**src/hw/rtl/clr_pkg.sv**
```systemverilog
package clr_pkg;

    localparam int COORD_BITS = 16;
    localparam int INDEX_BITS = 24;

    // Widths fixed by the register map
    localparam int CLIP_POS_BITS  = 16;
    localparam int CLIP_SIZE_BITS = 15;
    localparam int SURF_BITS      = 15;
    localparam int COLOR_BITS     = 32;
    localparam int CFG_DATA_BITS  = 32;
    localparam int CFG_IDX_BITS   = 3;

    // Endpoint differences and Bresenham error term
    localparam int DELTA_W = COORD_BITS + 1;
    localparam int ERR_W   = COORD_BITS + 3;

    // Clip compare width: room for position plus size without overflow
    localparam int CMP_W = ((COORD_BITS > CLIP_POS_BITS) ? COORD_BITS : CLIP_POS_BITS) + 2;

    // Index arithmetic width: full signed product, at least the address width
    localparam int MUL_W  = COORD_BITS + SURF_BITS + 1;
    localparam int WIDE_W = (MUL_W > INDEX_BITS) ? MUL_W : INDEX_BITS;

    localparam int SURF_RESET = 640;

    typedef logic signed [COORD_BITS-1:0] coord_t;
    typedef logic [INDEX_BITS-1:0]        index_t;

    typedef enum logic [CFG_IDX_BITS-1:0] {
        REG_CLIP_ENABLE   = 3'd0,
        REG_CLIP_LEFT     = 3'd1,
        REG_CLIP_TOP      = 3'd2,
        REG_CLIP_WIDTH    = 3'd3,
        REG_CLIP_HEIGHT   = 3'd4,
        REG_SURFACE_WIDTH = 3'd5,
        REG_DRAW_COLOR    = 3'd6
    } reg_idx_t;

    typedef enum logic {
        ACT_BEGIN   = 1'b0,
        ACT_ADVANCE = 1'b1
    } action_t;

    typedef struct packed {
        logic                              clip_enable;
        logic signed [CLIP_POS_BITS-1:0]   clip_left;
        logic signed [CLIP_POS_BITS-1:0]   clip_top;
        logic        [CLIP_SIZE_BITS-1:0]  clip_width;
        logic        [CLIP_SIZE_BITS-1:0]  clip_height;
        logic        [SURF_BITS-1:0]       surface_width;
        logic        [COLOR_BITS-1:0]      draw_color;
    } cfg_t;

    // Walker result handed to the emit stage
    typedef struct packed {
        logic   valid;
        logic   last;
        coord_t x;
        coord_t y;
    } pix_t;

endpackage

```
**src/hw/rtl/clr_cfg.sv**
```systemverilog
module clr_cfg (
    input  logic                              clk,
    input  logic                              rst_n,
    input  logic                              cfg_valid,
    output logic                              cfg_ready,
    input  logic [clr_pkg::CFG_IDX_BITS-1:0]  cfg_index,
    input  logic [clr_pkg::CFG_DATA_BITS-1:0] cfg_data,
    output clr_pkg::cfg_t                     cfg
);
    import clr_pkg::*;

    cfg_t cfg_reg;
    cfg_t cfg_next;

    assign cfg_ready = 1'b1;
    assign cfg       = cfg_reg;

    always_comb
    begin
        cfg_next = cfg_reg;
        if (cfg_valid)
        begin
            unique case (reg_idx_t'(cfg_index))
                REG_CLIP_ENABLE:   cfg_next.clip_enable   = cfg_data[0];
                REG_CLIP_LEFT:     cfg_next.clip_left     = cfg_data[CLIP_POS_BITS-1:0];
                REG_CLIP_TOP:      cfg_next.clip_top      = cfg_data[CLIP_POS_BITS-1:0];
                REG_CLIP_WIDTH:    cfg_next.clip_width    = cfg_data[CLIP_SIZE_BITS-1:0];
                REG_CLIP_HEIGHT:   cfg_next.clip_height   = cfg_data[CLIP_SIZE_BITS-1:0];
                REG_SURFACE_WIDTH: cfg_next.surface_width = cfg_data[SURF_BITS-1:0];
                REG_DRAW_COLOR:    cfg_next.draw_color    = cfg_data[COLOR_BITS-1:0];
                default:           cfg_next = cfg_reg;
            endcase
        end
    end

    always_ff @(posedge clk or negedge rst_n)
    begin
        if (!rst_n)
        begin
            cfg_reg <= '{clip_enable: 1'b0, clip_left: '0, clip_top: '0, clip_width: '0,
                         clip_height: '0, surface_width: SURF_BITS'(SURF_RESET),
                         draw_color: '0};
        end
        else
        begin
            cfg_reg <= cfg_next;
        end
    end

endmodule

```
**src/hw/rtl/clr_walker.sv**
```systemverilog
module clr_walker (
    input  logic                clk,
    input  logic                rst_n,
    input  logic                accept,
    input  logic                advance_out,
    input  logic                action,
    input  clr_pkg::coord_t     start_x,
    input  clr_pkg::coord_t     start_y,
    input  clr_pkg::coord_t     end_x,
    input  clr_pkg::coord_t     end_y,
    output logic                pix_valid,
    output clr_pkg::pix_t       pix
);
    import clr_pkg::*;

    coord_t                     cur_x_reg, cur_x_next;
    coord_t                     cur_y_reg, cur_y_next;
    coord_t                     stop_x_reg, stop_x_next;
    coord_t                     stop_y_reg, stop_y_next;
    logic signed [ERR_W-1:0]    err_reg, err_next;
    logic [DELTA_W-1:0]         adx_reg, adx_next;
    logic [DELTA_W-1:0]         ady_reg, ady_next;
    logic                       back_reg, back_next;
    logic                       xmaj_reg, xmaj_next;
    logic                       walking_reg, walking_next;
    logic                       stage_reg, stage_next;
    pix_t                       pix_reg, pix_next;

    // Begin path
    logic signed [DELTA_W-1:0]  dy_raw;
    logic signed [DELTA_W-1:0]  dx;
    logic                       swap;
    coord_t                     x1, y1, x2, y2;
    logic [DELTA_W-1:0]         adx_b, ady_b;
    logic                       back_b, xmaj_b;

    // Advance path
    logic [DELTA_W-1:0]         inc, lim;
    logic signed [ERR_W:0]      e1, e2;
    logic signed [ERR_W+1:0]    twice, lim_ext;
    logic                       take;
    coord_t                     x_step, nx, ny;

    always_comb
    begin
        dy_raw = $signed({end_y[COORD_BITS-1], end_y}) - $signed({start_y[COORD_BITS-1], start_y});
        swap   = dy_raw[DELTA_W-1] || (dy_raw == '0);
        x1     = swap ? end_x   : start_x;
        y1     = swap ? end_y   : start_y;
        x2     = swap ? start_x : end_x;
        y2     = swap ? start_y : end_y;
        dx     = $signed({x2[COORD_BITS-1], x2}) - $signed({x1[COORD_BITS-1], x1});
        back_b = dx[DELTA_W-1];
        adx_b  = back_b ? $unsigned(-dx) : $unsigned(dx);
        ady_b  = swap ? $unsigned(-dy_raw) : $unsigned(dy_raw);
        xmaj_b = adx_b > ady_b;
    end

    always_comb
    begin
        // Bresenham step: the major axis always moves, the minor one on overflow
        inc     = xmaj_reg ? ady_reg : adx_reg;
        lim     = xmaj_reg ? adx_reg : ady_reg;
        e1      = $signed({err_reg[ERR_W-1], err_reg})
                + $signed({{(ERR_W + 1 - DELTA_W){1'b0}}, inc});
        twice   = $signed({e1, 1'b0});
        lim_ext = $signed({{(ERR_W + 2 - DELTA_W){1'b0}}, lim});
        take    = twice > lim_ext;
        e2      = take ? (e1 - $signed({{(ERR_W + 1 - DELTA_W){1'b0}}, lim})) : e1;
        x_step  = back_reg ? coord_t'({COORD_BITS{1'b1}}) : coord_t'(1);
        nx      = (xmaj_reg || take) ? coord_t'(cur_x_reg + x_step) : cur_x_reg;
        ny      = (!xmaj_reg || take) ? coord_t'(cur_y_reg + coord_t'(1)) : cur_y_reg;
    end

    always_comb
    begin
        cur_x_next   = cur_x_reg;
        cur_y_next   = cur_y_reg;
        stop_x_next  = stop_x_reg;
        stop_y_next  = stop_y_reg;
        err_next     = err_reg;
        adx_next     = adx_reg;
        ady_next     = ady_reg;
        back_next    = back_reg;
        xmaj_next    = xmaj_reg;
        walking_next = walking_reg;
        pix_next     = pix_reg;
        stage_next   = advance_out ? 1'b0 : stage_reg;

        if (accept)
        begin
            stage_next = 1'b1;
            pix_next   = '0;
            if (action_t'(action) == ACT_BEGIN)
            begin
                cur_x_next     = x1;
                cur_y_next     = y1;
                stop_x_next    = x2;
                stop_y_next    = y2;
                err_next       = '0;
                adx_next       = adx_b;
                ady_next       = ady_b;
                back_next      = back_b;
                xmaj_next      = xmaj_b;
                pix_next.valid = 1'b1;
                pix_next.x     = x1;
                pix_next.y     = y1;
                pix_next.last  = xmaj_b ? (x1 == x2) : (y1 == y2);
                walking_next   = !pix_next.last;
            end
            else if (walking_reg)
            begin
                cur_x_next     = nx;
                cur_y_next     = ny;
                err_next       = e2[ERR_W-1:0];
                pix_next.valid = 1'b1;
                pix_next.x     = nx;
                pix_next.y     = ny;
                pix_next.last  = xmaj_reg ? (nx == stop_x_reg) : (ny == stop_y_reg);
                walking_next   = !pix_next.last;
            end
        end
    end

    always_ff @(posedge clk or negedge rst_n)
    begin
        if (!rst_n)
        begin
            cur_x_reg   <= '0;
            cur_y_reg   <= '0;
            stop_x_reg  <= '0;
            stop_y_reg  <= '0;
            err_reg     <= '0;
            adx_reg     <= '0;
            ady_reg     <= '0;
            back_reg    <= 1'b0;
            xmaj_reg    <= 1'b0;
            walking_reg <= 1'b0;
            stage_reg   <= 1'b0;
        end
        else
        begin
            cur_x_reg   <= cur_x_next;
            cur_y_reg   <= cur_y_next;
            stop_x_reg  <= stop_x_next;
            stop_y_reg  <= stop_y_next;
            err_reg     <= err_next;
            adx_reg     <= adx_next;
            ady_reg     <= ady_next;
            back_reg    <= back_next;
            xmaj_reg    <= xmaj_next;
            walking_reg <= walking_next;
            stage_reg   <= stage_next;
        end
    end

    always_ff @(posedge clk)
    begin
        pix_reg <= pix_next;
    end

    assign pix_valid = stage_reg;
    assign pix       = pix_reg;

endmodule

```
**src/hw/rtl/clr_emit.sv**
```systemverilog
module clr_emit (
    input  logic                           clk,
    input  logic                           rst_n,
    input  logic                           load,
    input  logic                           stage_valid,
    input  clr_pkg::pix_t                  pix,
    input  clr_pkg::cfg_t                  cfg,
    output logic                           out_valid,
    output logic                           pixel_valid,
    output clr_pkg::coord_t                pixel_x,
    output clr_pkg::coord_t                pixel_y,
    output clr_pkg::index_t                pixel_index,
    output logic                           inside_clip,
    output logic [clr_pkg::COLOR_BITS-1:0] pixel_color,
    output logic                           last_pixel
);
    import clr_pkg::*;

    logic                    out_valid_reg, out_valid_next;
    logic                    valid_reg;
    coord_t                  x_reg, y_reg;
    index_t                  index_reg, index_next;
    logic                    inside_reg, inside_next;
    logic [COLOR_BITS-1:0]   color_reg;
    logic                    last_reg;

    coord_t                  px, py;
    logic signed [CMP_W-1:0] cx, cy, cl, ct, cr, cb;
    logic signed [WIDE_W-1:0] y_wide, sw_wide, x_wide, prod, sum;

    always_comb
    begin
        px = pix.x;
        py = pix.y;
        cx = CMP_W'(px);
        cy = CMP_W'(py);
        cl = CMP_W'(cfg.clip_left);
        ct = CMP_W'(cfg.clip_top);
        cr = cl + $signed({{(CMP_W - CLIP_SIZE_BITS){1'b0}}, cfg.clip_width});
        cb = ct + $signed({{(CMP_W - CLIP_SIZE_BITS){1'b0}}, cfg.clip_height});
        inside_next = !cfg.clip_enable || ((cx >= cl) && (cx < cr) && (cy >= ct) && (cy < cb));

        // Row start plus column, wrapped to the address width
        y_wide     = WIDE_W'(py);
        x_wide     = WIDE_W'(px);
        sw_wide    = $signed({{(WIDE_W - SURF_BITS){1'b0}}, cfg.surface_width});
        prod       = y_wide * sw_wide;
        sum        = prod + x_wide;
        index_next = sum[INDEX_BITS-1:0];

        out_valid_next = load ? stage_valid : out_valid_reg;
    end

    always_ff @(posedge clk or negedge rst_n)
    begin
        if (!rst_n)
        begin
            out_valid_reg <= 1'b0;
        end
        else
        begin
            out_valid_reg <= out_valid_next;
        end
    end

    always_ff @(posedge clk)
    begin
        if (load)
        begin
            // An advance with no segment gives an all-zero result
            valid_reg  <= pix.valid;
            x_reg      <= pix.valid ? pix.x : '0;
            y_reg      <= pix.valid ? pix.y : '0;
            index_reg  <= pix.valid ? index_next : '0;
            inside_reg <= pix.valid && inside_next;
            color_reg  <= pix.valid ? cfg.draw_color : '0;
            last_reg   <= pix.valid && pix.last;
        end
    end

    assign out_valid   = out_valid_reg;
    assign pixel_valid = valid_reg;
    assign pixel_x     = x_reg;
    assign pixel_y     = y_reg;
    assign pixel_index = index_reg;
    assign inside_clip = inside_reg;
    assign pixel_color = color_reg;
    assign last_pixel  = last_reg;

endmodule

```
**src/hw/rtl/clipped_line_rasterizer.sv**
```systemverilog
// Channel   Direction  Handshake              Request
// in        input      in_valid / in_stall    action, start_x, start_y, end_x, end_y
// out       output     out_valid / out_stall  pixel_valid .. last_pixel
// cfg       input      cfg_valid / cfg_ready  cfg_index, cfg_data
//
// One request per clock unless the output stalls: the walker step (one add and compare on the error term)
// lands in the stage register, index multiply and clip test in the result register.
// A request passes the stage register, then the result register; sustained rate is one per cycle while unstalled.
// Reset clears the walker and the clip registers; surface width comes up as 640.
// A stalled result holds; one request more is taken into the stage register.
module clipped_line_rasterizer (
    input  logic                              clk,
    input  logic                              rst_n,
    input  logic                              in_valid,
    output logic                              in_stall,
    input  logic                              action,
    input  clr_pkg::coord_t                   start_x,
    input  clr_pkg::coord_t                   start_y,
    input  clr_pkg::coord_t                   end_x,
    input  clr_pkg::coord_t                   end_y,
    output logic                              out_valid,
    input  logic                              out_stall,
    output logic                              pixel_valid,
    output clr_pkg::coord_t                   pixel_x,
    output clr_pkg::coord_t                   pixel_y,
    output clr_pkg::index_t                   pixel_index,
    output logic                              inside_clip,
    output logic [clr_pkg::COLOR_BITS-1:0]    pixel_color,
    output logic                              last_pixel,
    input  logic                              cfg_valid,
    output logic                              cfg_ready,
    input  logic [clr_pkg::CFG_IDX_BITS-1:0]  cfg_index,
    input  logic [clr_pkg::CFG_DATA_BITS-1:0] cfg_data
);
    import clr_pkg::*;

    cfg_t cfg;
    pix_t pix;
    logic stage_valid;
    logic out_load;
    logic in_accept;

    // Result register frees up when empty or being taken
    assign out_load  = !out_valid || !out_stall;
    assign in_stall  = stage_valid && !out_load;
    assign in_accept = in_valid && !in_stall;

    clr_cfg u_cfg (
        .clk       (clk),
        .rst_n     (rst_n),
        .cfg_valid (cfg_valid),
        .cfg_ready (cfg_ready),
        .cfg_index (cfg_index),
        .cfg_data  (cfg_data),
        .cfg       (cfg)
    );

    clr_walker u_walker (
        .clk         (clk),
        .rst_n       (rst_n),
        .accept      (in_accept),
        .advance_out (out_load),
        .action      (action),
        .start_x     (start_x),
        .start_y     (start_y),
        .end_x       (end_x),
        .end_y       (end_y),
        .pix_valid   (stage_valid),
        .pix         (pix)
    );

    clr_emit u_emit (
        .clk         (clk),
        .rst_n       (rst_n),
        .load        (out_load),
        .stage_valid (stage_valid),
        .pix         (pix),
        .cfg         (cfg),
        .out_valid   (out_valid),
        .pixel_valid (pixel_valid),
        .pixel_x     (pixel_x),
        .pixel_y     (pixel_y),
        .pixel_index (pixel_index),
        .inside_clip (inside_clip),
        .pixel_color (pixel_color),
        .last_pixel  (last_pixel)
    );

endmodule

```
**config.mk**
```make
export PLATFORM = sky130hd
export DESIGN_NAME = clipped_line_rasterizer
export DESIGN_NICKNAME = d
export VERILOG_FILES = /design/src/hw/rtl/clr_pkg.sv /design/src/hw/rtl/clr_cfg.sv /design/src/hw/rtl/clr_walker.sv /design/src/hw/rtl/clr_emit.sv /design/src/hw/rtl/clipped_line_rasterizer.sv
export SDC_FILE = /design/constraint.sdc
export NUM_CORES = 2
export LEC_CHECK = 0
export BUFFER_PORTS_ARGS = -buffer_cell sky130_fd_sc_hd__buf_2
export CAP_MARGIN = 20
export CORE_ASPECT_RATIO = 0.9
export CORE_UTILIZATION = 57
export CTS_CLUSTER_SIZE = 25
export DETAILED_ROUTE_END_ITERATION = 7
export PLACE_DENSITY = 0.85
export SLEW_MARGIN = 20
export SYNTH_ARGS = -nofsm -noshare
export SYNTH_HDL_FRONTEND = slang
export SYNTH_SLANG_ARGS = --single-unit
```
**constraint.sdc**
```tcl
create_clock -name clk -period 6.3 [get_ports clk]
set_clock_uncertainty 0.05 [all_clocks]
set_input_delay 0.63 -clock clk [delete_from_list [all_inputs] [get_ports clk]]
set_output_delay 0.63 -clock clk [all_outputs]
set_load 0.02 [all_outputs]
```
==> results.tsv <==
stage	metric	value	unit
cells_and_area	Area Overhead vs Synth	18.9	%
cells_and_area	fill cell count	4156	
critical_path	crit path capture type	register	
routing	drt via density	5.90	
clocking	Clock Path Buffers	3	
critical_path	critical path class	primary input to register	
yosys	XOR/XNOR share of the synthesized area	5.29	%
yosys	area leader, netlist	dfrtp_1	
sta	PnR worst setup slack	-0.786	ns
global_route	global-route wire length before repair	152000	µm
yosys	simple-gate share of the synthesized area	17.6	%
sta	final hold violations	0	
cells_and_area	final net count	4611	
yosys	most frequent cell after synthesis	nand2_1	
clocking	htree depth	2	
die	top-level I/O count	199	
cells_and_area	share of cells above drive strength 1	21.5	%
cells_and_area	Final Util	69.1	%
yosys	main combinational cell family by area after synthesis	adder cells	
run_status	failing checks	setup timing	
critical_path	Req. time, crit path	6.71	ns
yosys	yosys warns	0	
sta	TNS Setup	-1.97	ns
die	core area	0.0560	mm²
placed_design	port buffer count	197	
placed_design	Post-Place Cells	4721	
routing	initial DRC count	2723	
worst_hold_path	Hold WC Path Type	primary input to asynchronous set/reset pin	
clocking	Skew-Pair Late Insertion Delay	0.61	ns
sta	final setup fails	3	
die	starting density of the core	58.2	%
critical_path	R2R depth	26	
global_route	largest net degree at the start of global routing	139	
routing	drt pass-1 iters	7	
placed_design	GPL Wtd Cong	0.988	
critical_path	Worst path slowest cell	a2111oi_4	
sta	final worst-path cycle share	112	%
clocking	CTS Buf Count	41	
die	row cnt	82	
cells_and_area	number of diodes	0	
sta	hold_ws	0.0496	ns
yosys	Synth cell types	97	
clocking	Reg clk slew, reported paths	0.06	ns
yosys	asr flop ratio synth	65.0	%
sta	RSZ-0062 raised after global routing	yes	
critical_path	critical path peak fanout	4	
global_route	GRT overflow	0	
run_status	outcome	complete, but fails checks	
sta	Slew Limit Fails	0	
global_route	initial antenna violation count	2	
routing	final wirelength	96500	µm
yosys	Synth Area in Compound Gates	13.5	%
critical_path	WP data arrival	7.49	ns
sta	Final min period	7.09	ns
cells_and_area	final std cells w/o fill	4827	
yosys	post-synthesis adder-cell area fraction	22.7	%
yosys	Post-Synthesis Cells	3582	
yosys	post-synthesis sequential area ratio	29.4	%
sta	Rel. slew slack	26.9	%
clocking	post-cts hold buffer count	0	
routing	wire per inst	20.0	µm
clocking	CTS tree	built	
critical_path	Slowest Stage Delay on Critical Path	0.44	ns
yosys	Synth Area per Inst	9.09	µm²
clocking	clk sinks	357	
yosys	top_reg_cell synth	dfrtp_1	
yosys	largest cells by area after synthesis	dfrtp_1 18%, fa_1 13%, edfxtp_1 12%	
routing	Post-DRT Antenna Nets	0	
yosys	top cell type's share of synthesized area	17.7	%
sta	Max Freq	0.141	GHz
global_route	GRT Total Usage	33.4	%
critical_path	Critical Path Start Type	primary input	
yosys	top cells by count, synth	473 x nand2_1, 373 x inv_1, 264 x ha_1, 230 x dfrtp_1, 206 x nor2_1	
yosys	number of flops mapped to enable cells by yosys	125	
yosys	Net Count, Synth	4155	
yosys	Yosys reg bits	357	
sta	actual slew at the worst max-slew pin	1.09	ns
clocking	root buffer cell	clkbuf_16	
flow_run	maxcap violations	0	
yosys	mux share of post-synthesis cell area	5.40	%
critical_path	cell mode on critical path	o21a_1	
routing	DRC violations left	0	
cells_and_area	number of flip-flops under the largest register name	110	
die	Die Y	229	µm
die	die area	0.0581	mm²
global_route	vias in the first global route	28200	
routing	DR vias	28500	
die	chip width	254	µm
yosys	Mapped Area	0.0326	mm²
placed_design	dpl hpwl	72500	µm
-- logic make-up after synthesis --
family | after synthesis
and+or+nand+nor | 1195
AOI/OAI and AO/OA | 682
DFF | 357
adders and majority gates | 469
muxes | 161
buffers and inverters | 523
other | 1
xor gates and xnor gates | 194
-- layout by cell type, fill, tap and decap left out, types with 24 or more instances in the layout --
cell / count
nand2b_1: 54
nand3_1: 53
nand2_1: 469
dfrtp_1: 226
nor2b_1: 44
a21o_1: 50
ha_1: 249
and3_1: 24
and2_1: 182
a21oi_1: 159
mux2i_1: 46
nor3_1: 45
clkbuf_16: 41
xor2_1: 58
mux2_2: 112
nand4_1: 31
nor2_1: 202
a31oi_1: 48
o21ai_0: 169
edfxtp_1: 125
buf_4: 355
fa_1: 201
o21a_1: 24
xnor2_1: 133
buf_2: 193
inv_1: 360
-- area by class of cell --
type,count,area [µm²],area share [%]
Multi-Input combinational cell,2702,21500,55.6
Tap cell,756,946,2.44
Sequential cell,357,9570,24.7
Clock inverter,29,357,0.921
Inverter,375,1420,3.67
Clock buffer,47,1080,2.79
Timing Repair Buffer,561,3830,9.90
-- worst paths after layout --
check	startpoint	endpoint	slack (ns)
max	end_y[0]	u_walker.walking_reg	-0.79
min	rst_n	u_walker.stop_x_reg[6]	0.05
max reg2reg	u_walker.xmaj_reg	u_walker.walking_reg	-0.41
min reg2reg	u_walker.pix_valid	u_emit.out_valid	0.41
max in group asynchronous	rst_n	u_cfg.cfg[37]	4.88
min in group clk	in_valid	u_walker.pix_valid	0.19
-- through the flow --
step                      area [µm²]  setup WS, ns
after floorplan                32700         -1.27
after CTS                      38500        -0.728
after detailed placement       36700         -1.51
final                          38700        -0.786
after global routing           38700         -1.08
after global placement         36700         -1.40
-- worst max-delay path: cells and delay by family --
family | cells | cell delay (ns)
compound gates | 22 | 4.56
mux | 3 | 0.77
fa+ha+maj | 4 | 0.69
simple gates | 5 | 0.63
buf+inv | 3 | 0.23
-- what timing repair did --
action	in CTS	in global routing
endpoints found under the hold margin	0	0
setup endpoints to repair	5	26
pin swaps	42	30
resized for setup	47	52
buffers inserted	22	8
-- metal layers --
| layer | vias up | share of wire, % | track usage [%] |
|---|---|---|---|
| met3 | 332 | 8.7 | 6.21 |
| met2 | 1469 | 46 | 53.3 |
| met4 | 2 | 5.2 | 15.2 |
| li1 | 13100 | - | - |
| met5 | - | 0.013 | 0 |
| met1 | 13600 | 40 | 44.1 |
Power is not shown: default switching activity piles up to over one toggle a cycle in this logic, so the estimate is an artifact.
